==> config.mk <==
export PLATFORM = sky130hd
export DESIGN_NAME = vt_escape_key_decoder
export DESIGN_NICKNAME = d
export VERILOG_FILES = /design/src/sv/vtesc_pkg.sv /design/src/sv/vt_escape_key_decoder.sv
export SDC_FILE = /design/constraint.sdc
export NUM_CORES = 1
export LEC_CHECK = 0
export BUFFER_PORTS_ARGS = -buffer_cell sky130_fd_sc_hd__buf_4
export CAP_MARGIN = 20
export CORE_MARGIN = 3
export CORE_UTILIZATION = 50
export DETAILED_ROUTE_END_ITERATION = 16
export GPL_TIMING_DRIVEN = 0
export HOLD_SLACK_MARGIN = 0.15
export PLACE_DENSITY = 0.74
export SYNTH_ARGS = -nofsm -noshare
export SYNTH_HDL_FRONTEND = slang
export SYNTH_SLANG_ARGS = --single-unit
==> constraint.sdc <==
create_clock -name i_clk -period 4.1 [get_ports i_clk]
set_input_delay 0.41 -clock i_clk [delete_from_list [all_inputs] [get_ports i_clk]]
set_output_delay 0.41 -clock i_clk [all_outputs]
set_load 0.005 [all_outputs]
==> src/sv/vtesc_pkg.sv <==
// vtesc_pkg: shared types and constants for the terminal escape key decoder
// character codes, action codes and state encodings; no dependencies
package vtesc_pkg;

    // default depth of the kept control sequence text
    localparam int MAX_KEPT_DEFAULT = 15;

    // character codes
    localparam logic [7:0] CH_NUL    = 8'h00;
    localparam logic [7:0] CH_BS     = 8'h08;
    localparam logic [7:0] CH_HT     = 8'h09;
    localparam logic [7:0] CH_CR     = 8'h0D;
    localparam logic [7:0] CH_ESC    = 8'h1B;
    localparam logic [7:0] CH_SPACE  = 8'h20;
    localparam logic [7:0] CH_PLUS   = 8'h2B;
    localparam logic [7:0] CH_MINUS  = 8'h2D;
    localparam logic [7:0] CH_ZERO   = 8'h30;
    localparam logic [7:0] CH_NINE   = 8'h39;
    localparam logic [7:0] CH_SEMI   = 8'h3B;
    localparam logic [7:0] CH_FIN_LO = 8'h40;
    localparam logic [7:0] CH_UP     = 8'h41;
    localparam logic [7:0] CH_DOWN   = 8'h42;
    localparam logic [7:0] CH_RIGHT  = 8'h43;
    localparam logic [7:0] CH_LEFT   = 8'h44;
    localparam logic [7:0] CH_END    = 8'h46;
    localparam logic [7:0] CH_HOME   = 8'h48;
    localparam logic [7:0] CH_SS3    = 8'h4F;
    localparam logic [7:0] CH_CSI    = 8'h5B;
    localparam logic [7:0] CH_WLEFT  = 8'h62;
    localparam logic [7:0] CH_WRIGHT = 8'h66;
    localparam logic [7:0] CH_TILDE  = 8'h7E;
    localparam logic [7:0] CH_FIN_HI = 8'h7E;
    localparam logic [7:0] CH_DEL    = 8'h7F;

    // tilde sequence parameter values
    localparam logic [7:0] NUM_HOME1  = 8'd1;
    localparam logic [7:0] NUM_DELETE = 8'd3;
    localparam logic [7:0] NUM_END1   = 8'd4;
    localparam logic [7:0] NUM_HOME2  = 8'd7;
    localparam logic [7:0] NUM_END2   = 8'd8;
    localparam logic [7:0] NUM_PASTE  = 8'd200;
    localparam logic [7:0] NUM_MAX    = 8'd255;

    typedef enum logic [3:0] {
        ACT_NONE        = 4'd0,
        ACT_UP          = 4'd1,
        ACT_DOWN        = 4'd2,
        ACT_LEFT        = 4'd3,
        ACT_RIGHT       = 4'd4,
        ACT_HOME        = 4'd5,
        ACT_END         = 4'd6,
        ACT_DELETE      = 4'd7,
        ACT_WORD_LEFT   = 4'd8,
        ACT_WORD_RIGHT  = 4'd9,
        ACT_WORD_DELETE = 4'd10,
        ACT_PASTE       = 4'd11
    } t_action;

    typedef enum logic [2:0] {
        PH_IDLE = 3'b001,
        PH_ESC  = 3'b010,
        PH_SEQ  = 3'b100
    } t_phase;

    typedef enum logic [2:0] {
        NUM_BLANKS = 3'b001,
        NUM_DIGITS = 3'b010,
        NUM_DONE   = 3'b100
    } t_num_phase;

endpackage

==> src/sv/vt_escape_key_decoder.sv <==
// vt_escape_key_decoder: terminal byte stream to editing key actions
// depends on vtesc_pkg for character codes, action codes and state types
//
// usage
//   slave side takes one terminal byte per request: s_axis_tdata[7:0] is the
//   byte, s_axis_tlast marks end of input (byte ignored then). end of input
//   inside an escape sequence yields one result with action none.
//   master side carries at most one result per request: tdata holds the key
//   action and the plain byte, tuser flags a byte passed through unchanged.
//   plain bytes, escape prefixes and control sequence parameters are decoded
//   by a small state machine; the sequence text is never stored, only the
//   parameter number with sign and overflow flags, a semicolon flag, a nul flag and a kept-byte count.
// timing
//   result appears in the cycle after the request is accepted, from the output
//   register. throughput is one request per cycle while the output register
//   is empty or being drained: the state update and action decode are
//   combinational between the state registers and the output register.
// reset and stall
//   synchronous active low reset returns to idle and empties the output
//   register. while the receiver stalls, a new request is still taken only if
//   the output register is empty;
//   otherwise s_axis_tready drops and the pending result holds.
module vt_escape_key_decoder
    import vtesc_pkg::*;
#(
    parameter int MAX_KEPT = MAX_KEPT_DEFAULT
) (
    input  logic        i_clk,
    input  logic        i_rst_n,
    input  logic        s_axis_tvalid,
    output logic        s_axis_tready,
    input  logic [7:0]  s_axis_tdata,   // [7:0] in_byte
    input  logic        s_axis_tlast,   // end_of_input
    output logic        m_axis_tvalid,
    input  logic        m_axis_tready,
    output logic [15:0] m_axis_tdata,   // [3:0] key_action, [11:4] plain_byte, rest zero
    output logic        m_axis_tuser    // is_plain
);

    localparam int KW = $clog2(MAX_KEPT + 1);

    // sequence state
    t_phase      r_phase, n_phase;
    logic [KW-1:0] r_kept, n_kept;
    logic        r_text_ended, n_text_ended;
    logic        r_semi, n_semi;
    t_num_phase  r_nphase, n_nphase;
    logic        r_neg, n_neg;
    logic [7:0]  r_val, n_val;
    logic        r_ovf, n_ovf;

    // output register
    logic        r_out_valid;
    t_action     r_out_action;
    logic        r_out_plain;
    logic [7:0]  r_out_byte;

    // per-request decode
    logic        w_accept;
    logic [7:0]  w_b;
    logic        w_emit;
    t_action     w_action;
    t_action     w_final_action;
    logic        w_plain;
    logic [7:0]  w_plain_byte;
    logic        w_is_final;
    logic        w_blank;
    logic        w_sign;
    logic        w_digit;
    logic [11:0] w_prod;
    logic        w_clear;

    assign s_axis_tready = !r_out_valid || m_axis_tready;
    assign w_accept      = s_axis_tvalid && s_axis_tready;
    assign w_b           = s_axis_tdata;

    assign w_is_final = (w_b >= CH_FIN_LO) && (w_b <= CH_FIN_HI);
    assign w_blank    = (w_b == CH_SPACE) || ((w_b >= CH_HT) && (w_b <= CH_CR));
    assign w_sign     = (w_b == CH_PLUS) || (w_b == CH_MINUS);
    assign w_digit    = (w_b >= CH_ZERO) && (w_b <= CH_NINE);
    // value * 10 + digit, wide enough to see overflow
    assign w_prod     = ({4'd0, r_val} << 3) + ({4'd0, r_val} << 1)
                      + {4'd0, w_b - CH_ZERO};

    // action picked by the final byte of a control sequence
    always_comb begin
        case (w_b)
            CH_UP:    w_final_action = ACT_UP;
            CH_DOWN:  w_final_action = ACT_DOWN;
            CH_RIGHT: w_final_action = r_semi ? ACT_WORD_RIGHT : ACT_RIGHT;
            CH_LEFT:  w_final_action = r_semi ? ACT_WORD_LEFT : ACT_LEFT;
            CH_HOME:  w_final_action = ACT_HOME;
            CH_END:   w_final_action = ACT_END;
            CH_TILDE: begin
                if (r_neg || r_ovf) begin
                    w_final_action = ACT_NONE;
                end else begin
                    case (r_val)
                        NUM_HOME1, NUM_HOME2: w_final_action = ACT_HOME;
                        NUM_END1, NUM_END2:   w_final_action = ACT_END;
                        NUM_DELETE:           w_final_action = ACT_DELETE;
                        NUM_PASTE:            w_final_action = ACT_PASTE;
                        default:              w_final_action = ACT_NONE;
                    endcase
                end
            end
            default:  w_final_action = ACT_NONE;
        endcase
    end

    // next state and result for the current request
    always_comb begin
        n_phase      = r_phase;
        n_kept       = r_kept;
        n_text_ended = r_text_ended;
        n_semi       = r_semi;
        n_nphase     = r_nphase;
        n_neg        = r_neg;
        n_val        = r_val;
        n_ovf        = r_ovf;
        w_emit       = 1'b0;
        w_action     = ACT_NONE;
        w_plain      = 1'b0;
        w_plain_byte = 8'd0;
        w_clear      = 1'b0;

        if (s_axis_tlast) begin
            // end of input aborts a pending sequence
            if (r_phase != PH_IDLE) begin
                n_phase = PH_IDLE;
                w_clear = 1'b1;
                w_emit  = 1'b1;
            end
        end else begin
            unique case (r_phase)
                PH_IDLE: begin
                    if (w_b == CH_ESC) begin
                        n_phase = PH_ESC;
                    end else begin
                        w_emit       = 1'b1;
                        w_plain      = 1'b1;
                        w_plain_byte = w_b;
                    end
                end
                PH_ESC: begin
                    if ((w_b == CH_CSI) || (w_b == CH_SS3)) begin
                        n_phase = PH_SEQ;
                        w_clear = 1'b1;
                    end else begin
                        n_phase = PH_IDLE;
                        w_emit  = 1'b1;
                        case (w_b)
                            CH_WLEFT:      w_action = ACT_WORD_LEFT;
                            CH_WRIGHT:     w_action = ACT_WORD_RIGHT;
                            CH_DEL, CH_BS: w_action = ACT_WORD_DELETE;
                            default:       w_action = ACT_NONE;
                        endcase
                    end
                end
                PH_SEQ: begin
                    if (w_is_final) begin
                        n_phase  = PH_IDLE;
                        w_clear  = 1'b1;
                        w_emit   = 1'b1;
                        w_action = w_final_action;
                    end else if (r_kept < KW'(MAX_KEPT)) begin
                        n_kept = r_kept + KW'(1);
                        if (!r_text_ended) begin
                            if (w_b == CH_NUL) begin
                                n_text_ended = 1'b1;
                            end else begin
                                if (w_b == CH_SEMI) begin
                                    n_semi = 1'b1;
                                end
                                unique case (r_nphase)
                                    NUM_BLANKS: begin
                                        if (w_sign) begin
                                            n_neg    = (w_b == CH_MINUS);
                                            n_nphase = NUM_DIGITS;
                                        end else if (w_digit) begin
                                            n_nphase = NUM_DIGITS;
                                            n_val    = w_prod[7:0];
                                        end else if (!w_blank) begin
                                            n_nphase = NUM_DONE;
                                        end
                                    end
                                    NUM_DIGITS: begin
                                        if (!w_digit) begin
                                            n_nphase = NUM_DONE;
                                        end else if (w_prod > 12'(NUM_MAX)) begin
                                            n_val = NUM_MAX;
                                            n_ovf = 1'b1;
                                        end else begin
                                            n_val = w_prod[7:0];
                                        end
                                    end
                                    NUM_DONE: begin
                                        n_nphase = NUM_DONE;
                                    end
                                    default: begin
                                        n_nphase = NUM_DONE;
                                    end
                                endcase
                            end
                        end
                    end
                end
                default: begin
                    n_phase = PH_IDLE;
                end
            endcase
        end

        // sequence bookkeeping starts fresh on entry and on every end
        if (w_clear) begin
            n_kept       = '0;
            n_text_ended = 1'b0;
            n_semi       = 1'b0;
            n_nphase     = NUM_BLANKS;
            n_neg        = 1'b0;
            n_val        = 8'd0;
            n_ovf        = 1'b0;
        end
    end

    always_ff @(posedge i_clk) begin
        if (!i_rst_n) begin
            r_phase      <= PH_IDLE;
            r_kept       <= '0;
            r_text_ended <= 1'b0;
            r_semi       <= 1'b0;
            r_nphase     <= NUM_BLANKS;
            r_neg        <= 1'b0;
            r_val        <= 8'd0;
            r_ovf        <= 1'b0;
        end else if (w_accept) begin
            r_phase      <= n_phase;
            r_kept       <= n_kept;
            r_text_ended <= n_text_ended;
            r_semi       <= n_semi;
            r_nphase     <= n_nphase;
            r_neg        <= n_neg;
            r_val        <= n_val;
            r_ovf        <= n_ovf;
        end
    end

    // output register: refilled on accept, drained by the receiver
    always_ff @(posedge i_clk) begin
        if (!i_rst_n) begin
            r_out_valid <= 1'b0;
        end else if (w_accept) begin
            r_out_valid <= w_emit;
        end else if (m_axis_tready) begin
            r_out_valid <= 1'b0;
        end
    end

    always_ff @(posedge i_clk) begin
        if (w_accept && w_emit) begin
            r_out_action <= w_action;
            r_out_plain  <= w_plain;
            r_out_byte   <= w_plain_byte;
        end
    end

    assign m_axis_tvalid = r_out_valid;
    assign m_axis_tdata  = {4'd0, r_out_byte, r_out_action};
    assign m_axis_tuser  = r_out_plain;

endmodule

== Word-level counts from Yosys, hierarchy flattened ==
Cells that the tools add are included.

* Muxes and demuxes: 89
* Add/sub/neg operators: 4
* Order comparisons: 8
* Eq/ne operators: 42
* Bitwise logic cells: 1
* Reductions and logical operators: 34

{| class="wikitable"
|+ Operators by type and width
! cell !! number
|-
| 8-bit by 7-bit == test with 1-bit output (second input constant) || 12
|-
| 8-bit 2-to-1 mux || 11
|-
| 3-bit 2-to-1 mux || 16
|-
| 1-bit 2-to-1 mux || 43
|-
| 4-bit 2-to-1 mux || 10
|-
| 8-bit by 6-bit == test with 1-bit output (second input constant) || 4
|-
| 4-bit one-hot mux with 7 select lines || 1
|-
| 3-bit != test (second input constant) || 6
|-
| 9-bit AND reduction || 2
|-
| 2-bit nonzero test || 9
|-
| 8-bit by 3-bit == test with 1-bit output (second input constant) || 2
|-
| 8-bit by 4-bit == test with 1-bit output (second input constant) || 2
|-
| 4-bit one-hot mux with 4 select lines || 1
|-
| 8-bit one-hot mux with 2 select lines || 1
|-
| 11-bit by 9-bit adder with 12-bit output || 1
|-
| 12-bit by 8-bit adder with 12-bit output || 1
|-
| 12-bit by 8-bit > comparator with 1-bit output (second input constant) || 1
|-
| 4-bit one-hot mux with 3 select lines || 1
|-
| 11-bit AND reduction || 1
|-
| 10-bit AND reduction || 1
|-
| 3-bit one-hot mux with 3 select lines || 1
|-
| 8-bit by 1-bit == test with 1-bit output (second input constant) || 1
|-
| 8-bit by 2-bit == test with 1-bit output (second input constant) || 1
|-
| 8-bit by 5-bit == test with 1-bit output (second input constant) || 1
|-
| 32 further kinds || 48
|}

* Input port bits: 13
* Word-level logic and storage cells: 190
* Register bits after elaboration: 36

== Logic depth before layout (Yosys ltp) ==
Gate-level depths: netlist of the first run.

* Word-level depth: 14
* Gate-level depth with buffers: 11
* Mapped depth without buffers: 10

== Worst setup path before layout of the first run ==
No wires, ideal clock.

* Kind: input to register
* From: input port s_axis_tdata[6]
* To: register r_val[6]
* Path buffers: 1
* Setup slack: 0.955 ns
* Cell stages on the path: 10
* Library setup time: 0.137 ns
* Data arrival time: 3.008 ns
* Cells stage by stage: buf_2 -> a21oi_1 -> xor2_1 -> fa_1 -> ha_1 -> or4_1 -> or3_4 -> a311oi_4 -> nand3_1 -> o2bb2ai_1

* Longest elaborated chain between the ends: 13
* Elaborated cells on any way between the ends: 43

{| class="wikitable"
|+ Ends and longest elaborated chain
! element !! line !! RTL
|-
| start, declared || vt_escape_key_decoder.sv:32 || <nowiki>input logic [7:0] s_axis_tdata,</nowiki>
|-
| 8-bit by 6-bit subtractor with 8-bit output || vt_escape_key_decoder.sv:83 || <nowiki>+ {4'd0, w_b - CH_ZERO};</nowiki>
|-
| 12-bit by 8-bit adder with 12-bit output || vt_escape_key_decoder.sv:83 ||
|-
| 12-bit by 8-bit > comparator with 1-bit output || vt_escape_key_decoder.sv:190 || <nowiki>end else if (w_prod > 12'(NUM_MAX)) begin</nowiki>
|-
| 8-bit 2-to-1 mux || vt_escape_key_decoder.sv:190 ||
|-
| 8-bit 2-to-1 mux || vt_escape_key_decoder.sv:188 || <nowiki>if (!w_digit) begin</nowiki>
|-
| 8-bit one-hot mux with 2 select lines || vt_escape_key_decoder.sv:175 || <nowiki>unique case (r_nphase)</nowiki>
|-
| 8-bit 2-to-1 mux || vt_escape_key_decoder.sv:169 || <nowiki>if (w_b == CH_NUL) begin</nowiki>
|-
| 8-bit 2-to-1 mux || vt_escape_key_decoder.sv:168 || <nowiki>if (!r_text_ended) begin</nowiki>
|-
| 8-bit 2-to-1 mux || vt_escape_key_decoder.sv:166 || <nowiki>end else if (r_kept < KW'(MAX_KEPT)) begin</nowiki>
|-
| 8-bit 2-to-1 mux || vt_escape_key_decoder.sv:161 || <nowiki>if (w_is_final) begin</nowiki>
|-
| 8-bit 2-to-1 mux || vt_escape_key_decoder.sv:135 || <nowiki>unique case (r_phase)</nowiki>
|-
| 8-bit 2-to-1 mux || vt_escape_key_decoder.sv:127 || <nowiki>if (s_axis_tlast) begin</nowiki>
|-
| 8-bit 2-to-1 mux || vt_escape_key_decoder.sv:215 || <nowiki>if (w_clear) begin</nowiki>
|-
| end signal, assigned || vt_escape_key_decoder.sv:243 || <nowiki>r_val <= n_val;</nowiki>
|-
| end, declared || vt_escape_key_decoder.sv:49 || <nowiki>logic [7:0] r_val, n_val;</nowiki>
|}

Several ways; a longest one is shown, not always the timed one. The select of a mux whose other input is x is not followed.
A chain may end at the register's enable or synchronous reset.

== Final worst setup path of the first run ==
* From: input port s_axis_tdata[4]
* To: register r_val[3]

The elaborated chain is that of the path after synthesis.

==> results of run 1 <==
[registers in the layout (all words and copies together) (netlist names)]
signal	flops
r_kept	4
r_out_byte	8
m_axis_tvalid	1
r_ovf	1
r_text_ended	1
m_axis_tuser	1
r_val	8
r_nphase	3
r_out_action	4
r_neg	1
r_phase	3
r_semi	1
[worst reg2reg max path, stage by stage, from the launching register on]
cell and delay [ns]:
dfxtp_1 0.54, fa_1 0.48, ha_1 0.36, nor2b_1 0.17, o2111a_1 0.28, or3_4 0.39, a311oi_4 0.50, nand3_1 0.17
o2bb2ai_1 0.15
[report_power, final]
group / switching, mW / internal, mW / total [mW]
combinational: 0.0763 / 0.0550 / 0.131
sequential: 0.00394 / 0.382 / 0.386
clock: 0.126 / 0.119 / 0.245
total: 0.206 / 0.556 / 0.763
[area by class of cell]
| class | instances | share of cell area |
|---|---|---|
| multi-input cells | 270 | 0.592 |
| flip-flops and latches | 36 | 0.257 |
| repair buffers | 26 | 0.0601 |
| well taps | 72 | 0.0272 |
| plain buffers | 16 | 0.0257 |
| clock buffers | 7 | 0.0231 |
| inverters | 12 | 0.0136 |
| clock inverters | 1 | 0.00151 |
[cell usage after synthesis, types with 8 or more instances]
| cell type | number | area, um2 |
|---|---|---|
| nor2b_1 | 8 | 50.1 |
| o21ai_0 | 13 | 65.1 |
| inv_1 | 12 | 45.0 |
| and2_1 | 14 | 87.6 |
| nand2_1 | 32 | 120 |
| o2bb2ai_1 | 8 | 70.1 |
| nand3_1 | 15 | 75.1 |
| edfxtp_1 | 13 | 390 |
| a21oi_1 | 14 | 70.1 |
| nor2_1 | 20 | 75.1 |
| ha_1 | 16 | 200 |
| dfxtp_1 | 23 | 460 |
[logic make-up after synthesis]
| kind of cell | count (synthesis) | synth area share |
|---|---|---|
| adder cells (fa/ha/maj) | 22 | 0.109 |
| AO/OA/AOI/OAI | 79 | 0.207 |
| other | 1 | 0.00128 |
| XOR/XNOR | 12 | 0.0359 |
| buffers and inverters | 28 | 0.0444 |
| AND/OR/NAND/NOR | 150 | 0.302 |
| flip-flops | 36 | 0.290 |
| multiplexers | 3 | 0.0103 |
[final timing paths]
check / from / end / cells past startpoint
worst min-delay path: s_axis_tdata[5] / r_out_byte[5] / 2
worst min register to register: r_neg / r_neg / 1
worst max register to register: r_val[3] / r_val[3] / 8
worst max-delay path: s_axis_tdata[4] / r_val[3] / 11
[metrics by stage]
stage	area [um2]	worst slack [ns]	power, mW	util
floorplan	2940	0.955	0.476	-
global placement	3220	0.532	0.521	0.577
detailed placement	3220	0.487	0.523	0.577
CTS	3300	0.791	0.765	0.592
global route	3310	0.608	0.799	0.594
finish	3310	0.776	0.763	0.594
[metal layers]
| layer | vias up | global-route usage |
|---|---|---|
| li1 | 1300 | - |
| met1 | 1200 | 0.299 |
| met2 | 43 | 0.331 |
| met3 | 12 | 0.0336 |
| met4 | 0 | 0.0621 |
| met5 | - | 0 |
==> flow_metrics.env, run 1 <==
export IMPL_status="finished, final reports clean"
export IMPL_critPathLaunchType="input port"
export IMPL_setup_viol=0
export IMPL_clk_latency_ns=0.29
export IMPL_dp_hpwl_um=5190
export IMPL_clock_skew_ns=0.00494
export IMPL_p_leak_nw=1.33
export IMPL_dp_cells=431
export IMPL_hold_viol=0
export IMPL_grt_pass1_vias=2344
export IMPL_worstPathRequired_ns=4.25
export IMPL_synth_avg_cell_area_um2=8.85
export IMPL_r2r_slack_ns=0.93
export IMPL_wl_um=6780
export IMPL_antenna_found_initial=0
export IMPL_fillers=499
export IMPL_die_h_um=82.5
export IMPL_post_cts_buffers=0
export IMPL_layout_worst_path_cycle_share=0.811
export IMPL_first_pass_iters=4
export IMPL_wire_per_inst_um=15.4
export IMPL_clkSlewWorstSetupHoldPaths_ns=0.07
export IMPL_grt_overflow=0
export IMPL_cts_root_buf="clkbuf_8"
export IMPL_cts_buffers=5
export IMPL_cts_resized=0
export IMPL_worst_path_buf_inv=1
export IMPL_grt_start_max_net_pins=15
export IMPL_clk_path_buf_depth=2
export IMPL_top_layer="met4"
export IMPL_dr_total_vias=2555
export IMPL_setup_worst_path_class="input port to register"
export IMPL_timing_fmax_mhz=301
export IMPL_die_area_mm2=0.00681
export IMPL_synthToLayoutAreaGrowth_pct=13.0
export IMPL_antenna_cells=0
export IMPL_grt_pass1_wl_um=11300
export IMPL_final_cell_mix="32 x nand2_1, 30 x buf_4, 23 x dfxtp_1, 20 x nor2_1, 16 x ha_1"
export IMPL_layout_drive_gt1_share=0.166
export IMPL_final_nets=402
export IMPL_drtAntennaViolNets=0
export IMPL_drtIter0Drc=222
export IMPL_hold_slack_ns=0.451
export IMPL_cp_common_cell="ha_1"
export IMPL_cts_tree="yes"
export IMPL_cellPowerDensity_mw_per_mm2=230
export IMPL_die_w_um=82.5
export IMPL_rsz0062_at_grt="false"
export IMPL_met2_length_um=3090
export IMPL_cap_violations=0
export IMPL_drv_slew=0
export IMPL_drcViolationCount=0
export IMPL_ys_ff_latch=36
export IMPL_ir_drop_uv=126
export IMPL_io_pins=32
export IMPL_fin_cells=440
export IMPL_worstSetupEndpointType="register"
export IMPL_synth_edf_count=13
export IMPL_min_period_ns=3.32
export IMPL_initial_utilization=0.525
export IMPL_worst_slew_pin_transition_ns=0.870
export IMPL_multi_input_area_mm2=0.00196
export IMPL_setup_tns_ns=0
export IMPL_crit_fanout=9
export IMPL_slew_limit_headroom=0.415
export IMPL_place_congestion=0.903
export IMPL_synth_flop_cell="dfxtp_1"
export IMPL_wl_met1_um=3360
export IMPL_yosysSeqAreaShare=0.290
export IMPL_synthCells=331
export IMPL_slowest_delay_ns=0.50
export IMPL_cts_hold_buffers=0
export IMPL_h_tree_depth=2
export IMPL_wl_met3_um=224
export IMPL_grtUsageTotal=0.211
export IMPL_slowest_stage="a311oi_4"
export IMPL_ys_async_sr_fraction=0
export IMPL_avgViaCountPerCell=5.81
export IMPL_yosysWarnings=0
export IMPL_cts_sinks=36
export IMPL_row_count=27
export IMPL_path_delay_family="adder cells"
export IMPL_worstPathArrival_ns=3.48
export IMPL_path_cells="buf_4 -> ha_1 -> xnor2_1 -> fa_1 -> ha_1 -> a21o_1 -> and2_1 -> or3_4 -> a311oi_4 -> nand3_1 -> o2bb2ai_1"
export IMPL_syn_cell_area_mm2=0.00293
export IMPL_synthDistinctLibCells=68
export IMPL_hold_path_class="input port to register"
export IMPL_core_mm2=0.00557
export IMPL_layout_commonest_cell="nand2_1"
export IMPL_io_buffers=25
export IMPL_regArea_um2=851
(Power assumes the default switching activity.)
==> run 2, diff against run 1 <==
Clock period 4.1 ns to 3.1 ns, I/O delays scaled along.
==> flow_metrics.env, run 2 (synthesis gave the netlist of run 1 again) <==
export IMPL_cts_buffers=5
export IMPL_r2r_cells=9
export IMPL_fillers=489
export IMPL_p_sw_mw=0.275
export IMPL_first_pass_iters=4
export IMPL_worstSetupEndpointType="register"
export IMPL_final_cell_mix="32 x nand2_1, 30 x buf_4, 21 x dfxtp_1, 20 x nor2_1, 15 x nand3_1"
export IMPL_crit_fanout=10
export IMPL_cts_tree="yes"
export IMPL_setup_viol=0
export IMPL_worst_slew_pin_transition_ns=0.908
export IMPL_grtUsageTotal=0.213
export IMPL_row_count=27
export IMPL_layout_drive_gt1_share=0.192
export IMPL_p_int_mw=0.740
export IMPL_slowest_delay_ns=0.52
export IMPL_reg2reg_from="r_val[1]"
export IMPL_die_area_mm2=0.00681
export IMPL_layout_worst_path_cycle_share=0.948
export IMPL_cap_violations=0
export IMPL_multi_input_area_mm2=0.00200
export IMPL_hold_path_class="input port to register"
export IMPL_cellPowerDensity_mw_per_mm2=301
export IMPL_final_nets=403
export IMPL_worst_path_buf_inv=2
export IMPL_drcViolationCount=0
export IMPL_critPathLaunchType="input port"
export IMPL_hold_slack_ns=0.372
export IMPL_die_w_um=82.5
export IMPL_drtAntennaViolNets=0
export IMPL_min_period_ns=2.94
export IMPL_slew_limit_headroom=0.390
export IMPL_clkPwrFrac=0.318
export IMPL_fin_util=0.605
export IMPL_hold_viol=0
export IMPL_hold_end="r_out_byte[5]"
export IMPL_antenna_found_initial=0
export IMPL_path_delay_family="simple AND/OR/NAND/NOR gates"
export IMPL_cts_hold_buffers=0
export IMPL_clk_latency_ns=0.29
export IMPL_grt_pass1_wl_um=11400
export IMPL_layout_commonest_cell="nand2_1"
export IMPL_ir_drop_uv=166
export IMPL_wire_per_inst_um=15.6
export IMPL_p_leak_nw=1.35
export IMPL_synthToLayoutAreaGrowth_pct=15.1
export IMPL_fin_ws_ns=0.160
export IMPL_clock_skew_ns=0.00482
export IMPL_r2r_slack_ns=0.18
export IMPL_clkSlewWorstSetupHoldPaths_ns=0.07
export IMPL_core_mm2=0.00557
export IMPL_slowest_stage="or4_1"
export IMPL_die_h_um=82.5
export IMPL_regArea_um2=853
export IMPL_setup_worst_path_class="input port to register"
export IMPL_swShare=0.271
export IMPL_hold_start="s_axis_tdata[5]"
export IMPL_largest_registers="r_out_byte (8), r_val (8)"
export IMPL_initial_utilization=0.525
export IMPL_rr_endpoint="r_val[3]"
export IMPL_avgViaCountPerCell=5.92
export IMPL_worstPathArrival_ns=3.09
export IMPL_drv_slew=0
export IMPL_io_buffers=25
export IMPL_place_congestion=0.903
export IMPL_timing_fmax_mhz=340
export IMPL_dr_total_vias=2612
export IMPL_antenna_cells=0
export IMPL_cts_sinks=36
export IMPL_cts_root_buf="clkbuf_8"
export IMPL_clk_path_buf_depth=2
export IMPL_wl_um=6880
export IMPL_worstPathRequired_ns=3.25
export IMPL_hold_path_depth=2
export IMPL_rsz0062_at_grt="false"
export IMPL_place_ws_ns=-0.413
export IMPL_seqPwrFrac=0.503
export IMPL_io_pins=32
export IMPL_drtIter0Drc=278
export IMPL_grt_start_max_net_pins=15
export IMPL_dp_hpwl_um=5190
export IMPL_path_cells="buf_2 -> a21oi_2 -> xor2_2 -> fa_1 -> ha_2 -> or4_1 -> or3_4 -> a311oi_4 -> buf_12 -> nand3_1 -> o2bb2ai_1"
export IMPL_grt_overflow=0
export IMPL_comb_power_share=0.179
export IMPL_grt_pass1_vias=2361
export IMPL_h_tree_depth=2
export IMPL_status="finished, final reports clean"
## run 2: cell count changes in the layout (fill, tap and decap cells not counted), moves of 2 or more
| cell | delta |
|---|---|
| dfxtp_1 | -2 |
| dfxtp_2 | +2 |
| ha_1 | -3 |
| ha_2 | +2 |
## run 2: repair_timing
item                       CTS  global route
buffers inserted             1             0
setup endpoints to repair    9             9
gates resized for setup      1             9
hold endpoints to repair     0             0
pin swaps                    2             2
## run 2: area by class of cell
cell class,instances,area share
Inverter,12,0.0134
Tap cell,72,0.0267
Clock buffer,7,0.0226
Multi-Input combinational cell,270,0.592
Buffer,16,0.0256
Clock inverter,1,0.00148
Sequential cell,36,0.253
Timing Repair Buffer,27,0.0650
## run 2: worst max-delay path by stage
stage	slack, ns	cells after the start	end	from
global placement	-0.37	11	r_val[3]	s_axis_tdata[4]
floorplan	0.06	10	r_val[6]	s_axis_tdata[6]
detailed placement	-0.41	11	r_val[3]	s_axis_tdata[4]
CTS	0.03	12	r_val[3]	s_axis_tdata[4]
global route	0.02	11	r_val[0]	s_axis_tdata[6]
finish	0.16	11	r_val[3]	s_axis_tdata[6]
## run 2: per-layer routing
layer	share of wire	GRT usage	vias up
li1	-	-	1299
met1	0.48	0.301	1224
met2	0.46	0.335	79
met3	0.051	0.0336	10
met4	0.013	0.0621	0
met5	0	0	-
## run 2: metrics by stage
step | cells | power (mW) | area, um2 | TNS [ns]
6_report | 441 | 1.01 | 3370 | 0
2_1_floorplan | 334 | 0.629 | 2940 | 0
3_5_place_dp | 431 | 0.691 | 3220 | -3.54
4_1_cts | 440 | 1.01 | 3330 | 0
3_3_place_gp | 431 | 0.689 | 3220 | -3.20
5_1_grt | 441 | 1.06 | 3370 | 0
## run 2: power groups by stage
stage / Combinational, mW / Clock [mW] / Sequential, mW
2_1_floorplan: 0.107 / 0 / 0.522
3_3_place_gp: 0.167 / 0 / 0.521
3_5_place_dp: 0.170 / 0 / 0.522
4_1_cts: 0.173 / 0.330 / 0.511
5_1_grt: 0.203 / 0.350 / 0.511
6_report: 0.181 / 0.323 / 0.510
==> run 3, diff against run 2 <==
Settings changed: ABC_AREA set to 1, PLACE_DENSITY 0.74 to 0.73.
==> flow_metrics.env, run 3 <==
export IMPL_status="finished, final reports clean"
export IMPL_wl_um=7090
export IMPL_dp_hpwl_um=5790
export IMPL_drcViolationCount=0
export IMPL_synthToLayoutAreaGrowth_pct=13.0
export IMPL_grt_overflow=0
export IMPL_slowest_delay_ns=0.46
export IMPL_clk_path_buf_depth=2
export IMPL_io_pins=32
export IMPL_grt_pass1_vias=2728
export IMPL_ys_async_sr_fraction=0
export IMPL_row_count=27
export IMPL_io_buffers=27
export IMPL_antenna_found_initial=0
export IMPL_grt_met1_usage=0.258
export IMPL_post_cts_buffers=0
export IMPL_place_area_mm2=0.00338
export IMPL_cts_hold_buffers=0
export IMPL_drtIter0Drc=166
export IMPL_grtUsageTotal=0.207
export IMPL_synthDistinctLibCells=40
export IMPL_largest_registers="r_out_byte (8), r_val (8)"
export IMPL_drv_slew=0
export IMPL_antenna_cells=0
export IMPL_post_route_cell_area_mm2=0.00347
export IMPL_die_w_um=84.4
export IMPL_cap_violations=0
export IMPL_drtAntennaViolNets=0
export IMPL_core_mm2=0.00574
export IMPL_first_pass_iters=6
export IMPL_fin_util=0.605
export IMPL_worst_path_buf_inv=2
export IMPL_place_congestion=0.967
export IMPL_p_leak_nw=1.80
export IMPL_path_delay_family="adder cells"
export IMPL_avgViaCountPerCell=5.09
export IMPL_wire_per_inst_um=12.3
export IMPL_cts_sinks=36
export IMPL_fin_ws_ns=0.324
export IMPL_layout_commonest_cell="nand2_1"
export IMPL_yosys_area_top_type="nand2_1"
export IMPL_critPathLaunchType="input port"
export IMPL_min_period_ns=2.78
export IMPL_synth_flop_cell="dfxtp_1"
export IMPL_dr_total_vias=2942
export IMPL_synthCells=468
export IMPL_synth_avg_cell_area_um2=6.57
export IMPL_cts_buffers=5
export IMPL_fin_cells=578
export IMPL_cts_root_buf="clkbuf_8"
export IMPL_dp_cells=570
export IMPL_hold_path_class="input port to register"
export IMPL_layout_worst_path_cycle_share=0.895
export IMPL_worstPathArrival_ns=2.96
export IMPL_clkSlewWorstSetupHoldPaths_ns=0.08
export IMPL_use_met3=0.0373
export IMPL_clock_skew_ns=0.00920
export IMPL_worstSetupEndpointType="register"
export IMPL_clk_latency_ns=0.29
export IMPL_slowest_stage="fa_1"
export IMPL_ir_drop_uv=271
export IMPL_setup_tns_ns=0
export IMPL_cellPowerDensity_mw_per_mm2=356
export IMPL_grt_busiest_layer="met2"
export IMPL_met2_usage=0.368
export IMPL_initial_utilization=0.536
export IMPL_die_h_um=84.4
export IMPL_yosysMostFrequentCell="nand2_1"
export IMPL_path_cells="buf_4 -> ha_1 -> xnor2_1 -> fa_1 -> ha_1 -> nand2_1 -> nand2_1 -> a21oi_1 -> nand2_1 -> nand2_1 -> nand2_1 -> nor2_1 -> nand2_1 -> nand2_2 -> nand2_1 -> nand2_1 -> nand2_1 -> inv_1 -> nor2_1"
export IMPL_synth_edf_count=13
export IMPL_hold_viol=0
export IMPL_die_area_mm2=0.00713
export IMPL_final_nets=540
export IMPL_syn_cell_area_mm2=0.00308
export IMPL_h_tree_depth=2
export IMPL_p_total_mw=1.24
export IMPL_place_ws_ns=-0.0658
export IMPL_setup_worst_path_class="input port to register"
export IMPL_grt_pass1_wl_um=12300
export IMPL_synth_top_cell_area_share=0.159
export IMPL_setup_viol=0
export IMPL_layout_drive_gt1_share=0.136
export IMPL_yosysSeqAreaShare=0.277
export IMPL_hold_slack_ns=0.301
export IMPL_ys_ff_latch=36
export IMPL_cp_common_cell="nand2_1"
export IMPL_synth_common_cells="130 x nand2_1, 87 x inv_1, 58 x nor2_1, 31 x nand3_1, 23 x dfxtp_1"
export IMPL_rsz0062_at_grt="false"
export IMPL_final_cell_mix="129 x nand2_1, 87 x inv_1, 58 x nor2_1, 33 x buf_4, 31 x nand3_1"
export IMPL_worstPathRequired_ns=3.29
export IMPL_crit_fanout=9
export IMPL_timing_fmax_mhz=360
export IMPL_synthTopCellsByArea="nand2_1 16%, dfxtp_1 15%, edfxtp_1 13%"
export IMPL_cts_tree="yes"
export IMPL_grt_start_max_net_pins=14
export IMPL_yosysWarnings=0
==> run 3: worst register-to-register path: cells and delay by family, from the launching register on <==
| family | cells | cell delay (ns) |
|---|---|---|
| DFF | 1 | 0.52 |
| buffers and inverters | 1 | 0.06 |
| adders and majority gates | 2 | 0.87 |
| and+or+nand+nor | 13 | 1.14 |
==> run 3: cell type report <==
| cell class | count | area (um2) |
|---|---|---|
| buffer | 8 | 61.3 |
| inverter | 89 | 334 |
| tap | 72 | 90.1 |
| fill | 552 | 2270 |
| sequential | 36 | 851 |
| clock inverter | 1 | 6.26 |
| multi-input combinational | 338 | 1840 |
| clock buffer | 7 | 86.3 |
| timing repair buffer | 27 | 203 |
==> run 3: layer usage <==
| layer | vias to the layer above | part of all wire |
|---|---|---|
| met4 | 0 | 0.018 |
| met1 | 1273 | 0.44 |
| met3 | 12 | 0.058 |
| li1 | 1539 | - |
| met2 | 118 | 0.48 |
| met5 | - | 0 |
==> run 3: what timing repair did <==
action                                 4_1_cts  5_1_grt
setup endpoints to repair                    0        1
gates resized for setup                      0        1
endpoints found under the hold margin        0        0
==> run 3: final timing paths <==
check	from	end	slack, ns	cells past startpoint
max reg2reg	r_val[3]	r_val[5]	0.42	16
max	s_axis_tdata[4]	r_val[5]	0.32	19
min	i_rst_n	r_text_ended	0.30	3
min reg2reg	r_ovf	r_ovf	0.46	2
==> run 3: logic make-up (layout without fill, tap and decap cells) <==
group,count (synthesis),count (layout),share of synthesized area
AO/OA/AOI/OAI,38,38,0.0688
XOR/XNOR,6,6,0.0171
adder cells (fa/ha/maj),22,22,0.104
buffers and inverters,97,132,0.129
flip-flops,36,36,0.277
other,1,4,0.00122
AND/OR/NAND/NOR,268,268,0.404
==> run 3: report_power, final <==
part	switching, mW	internal, mW	total (mW)
clock network	0.175	0.181	0.356
registers	0.0186	0.521	0.540
logic	0.213	0.129	0.343
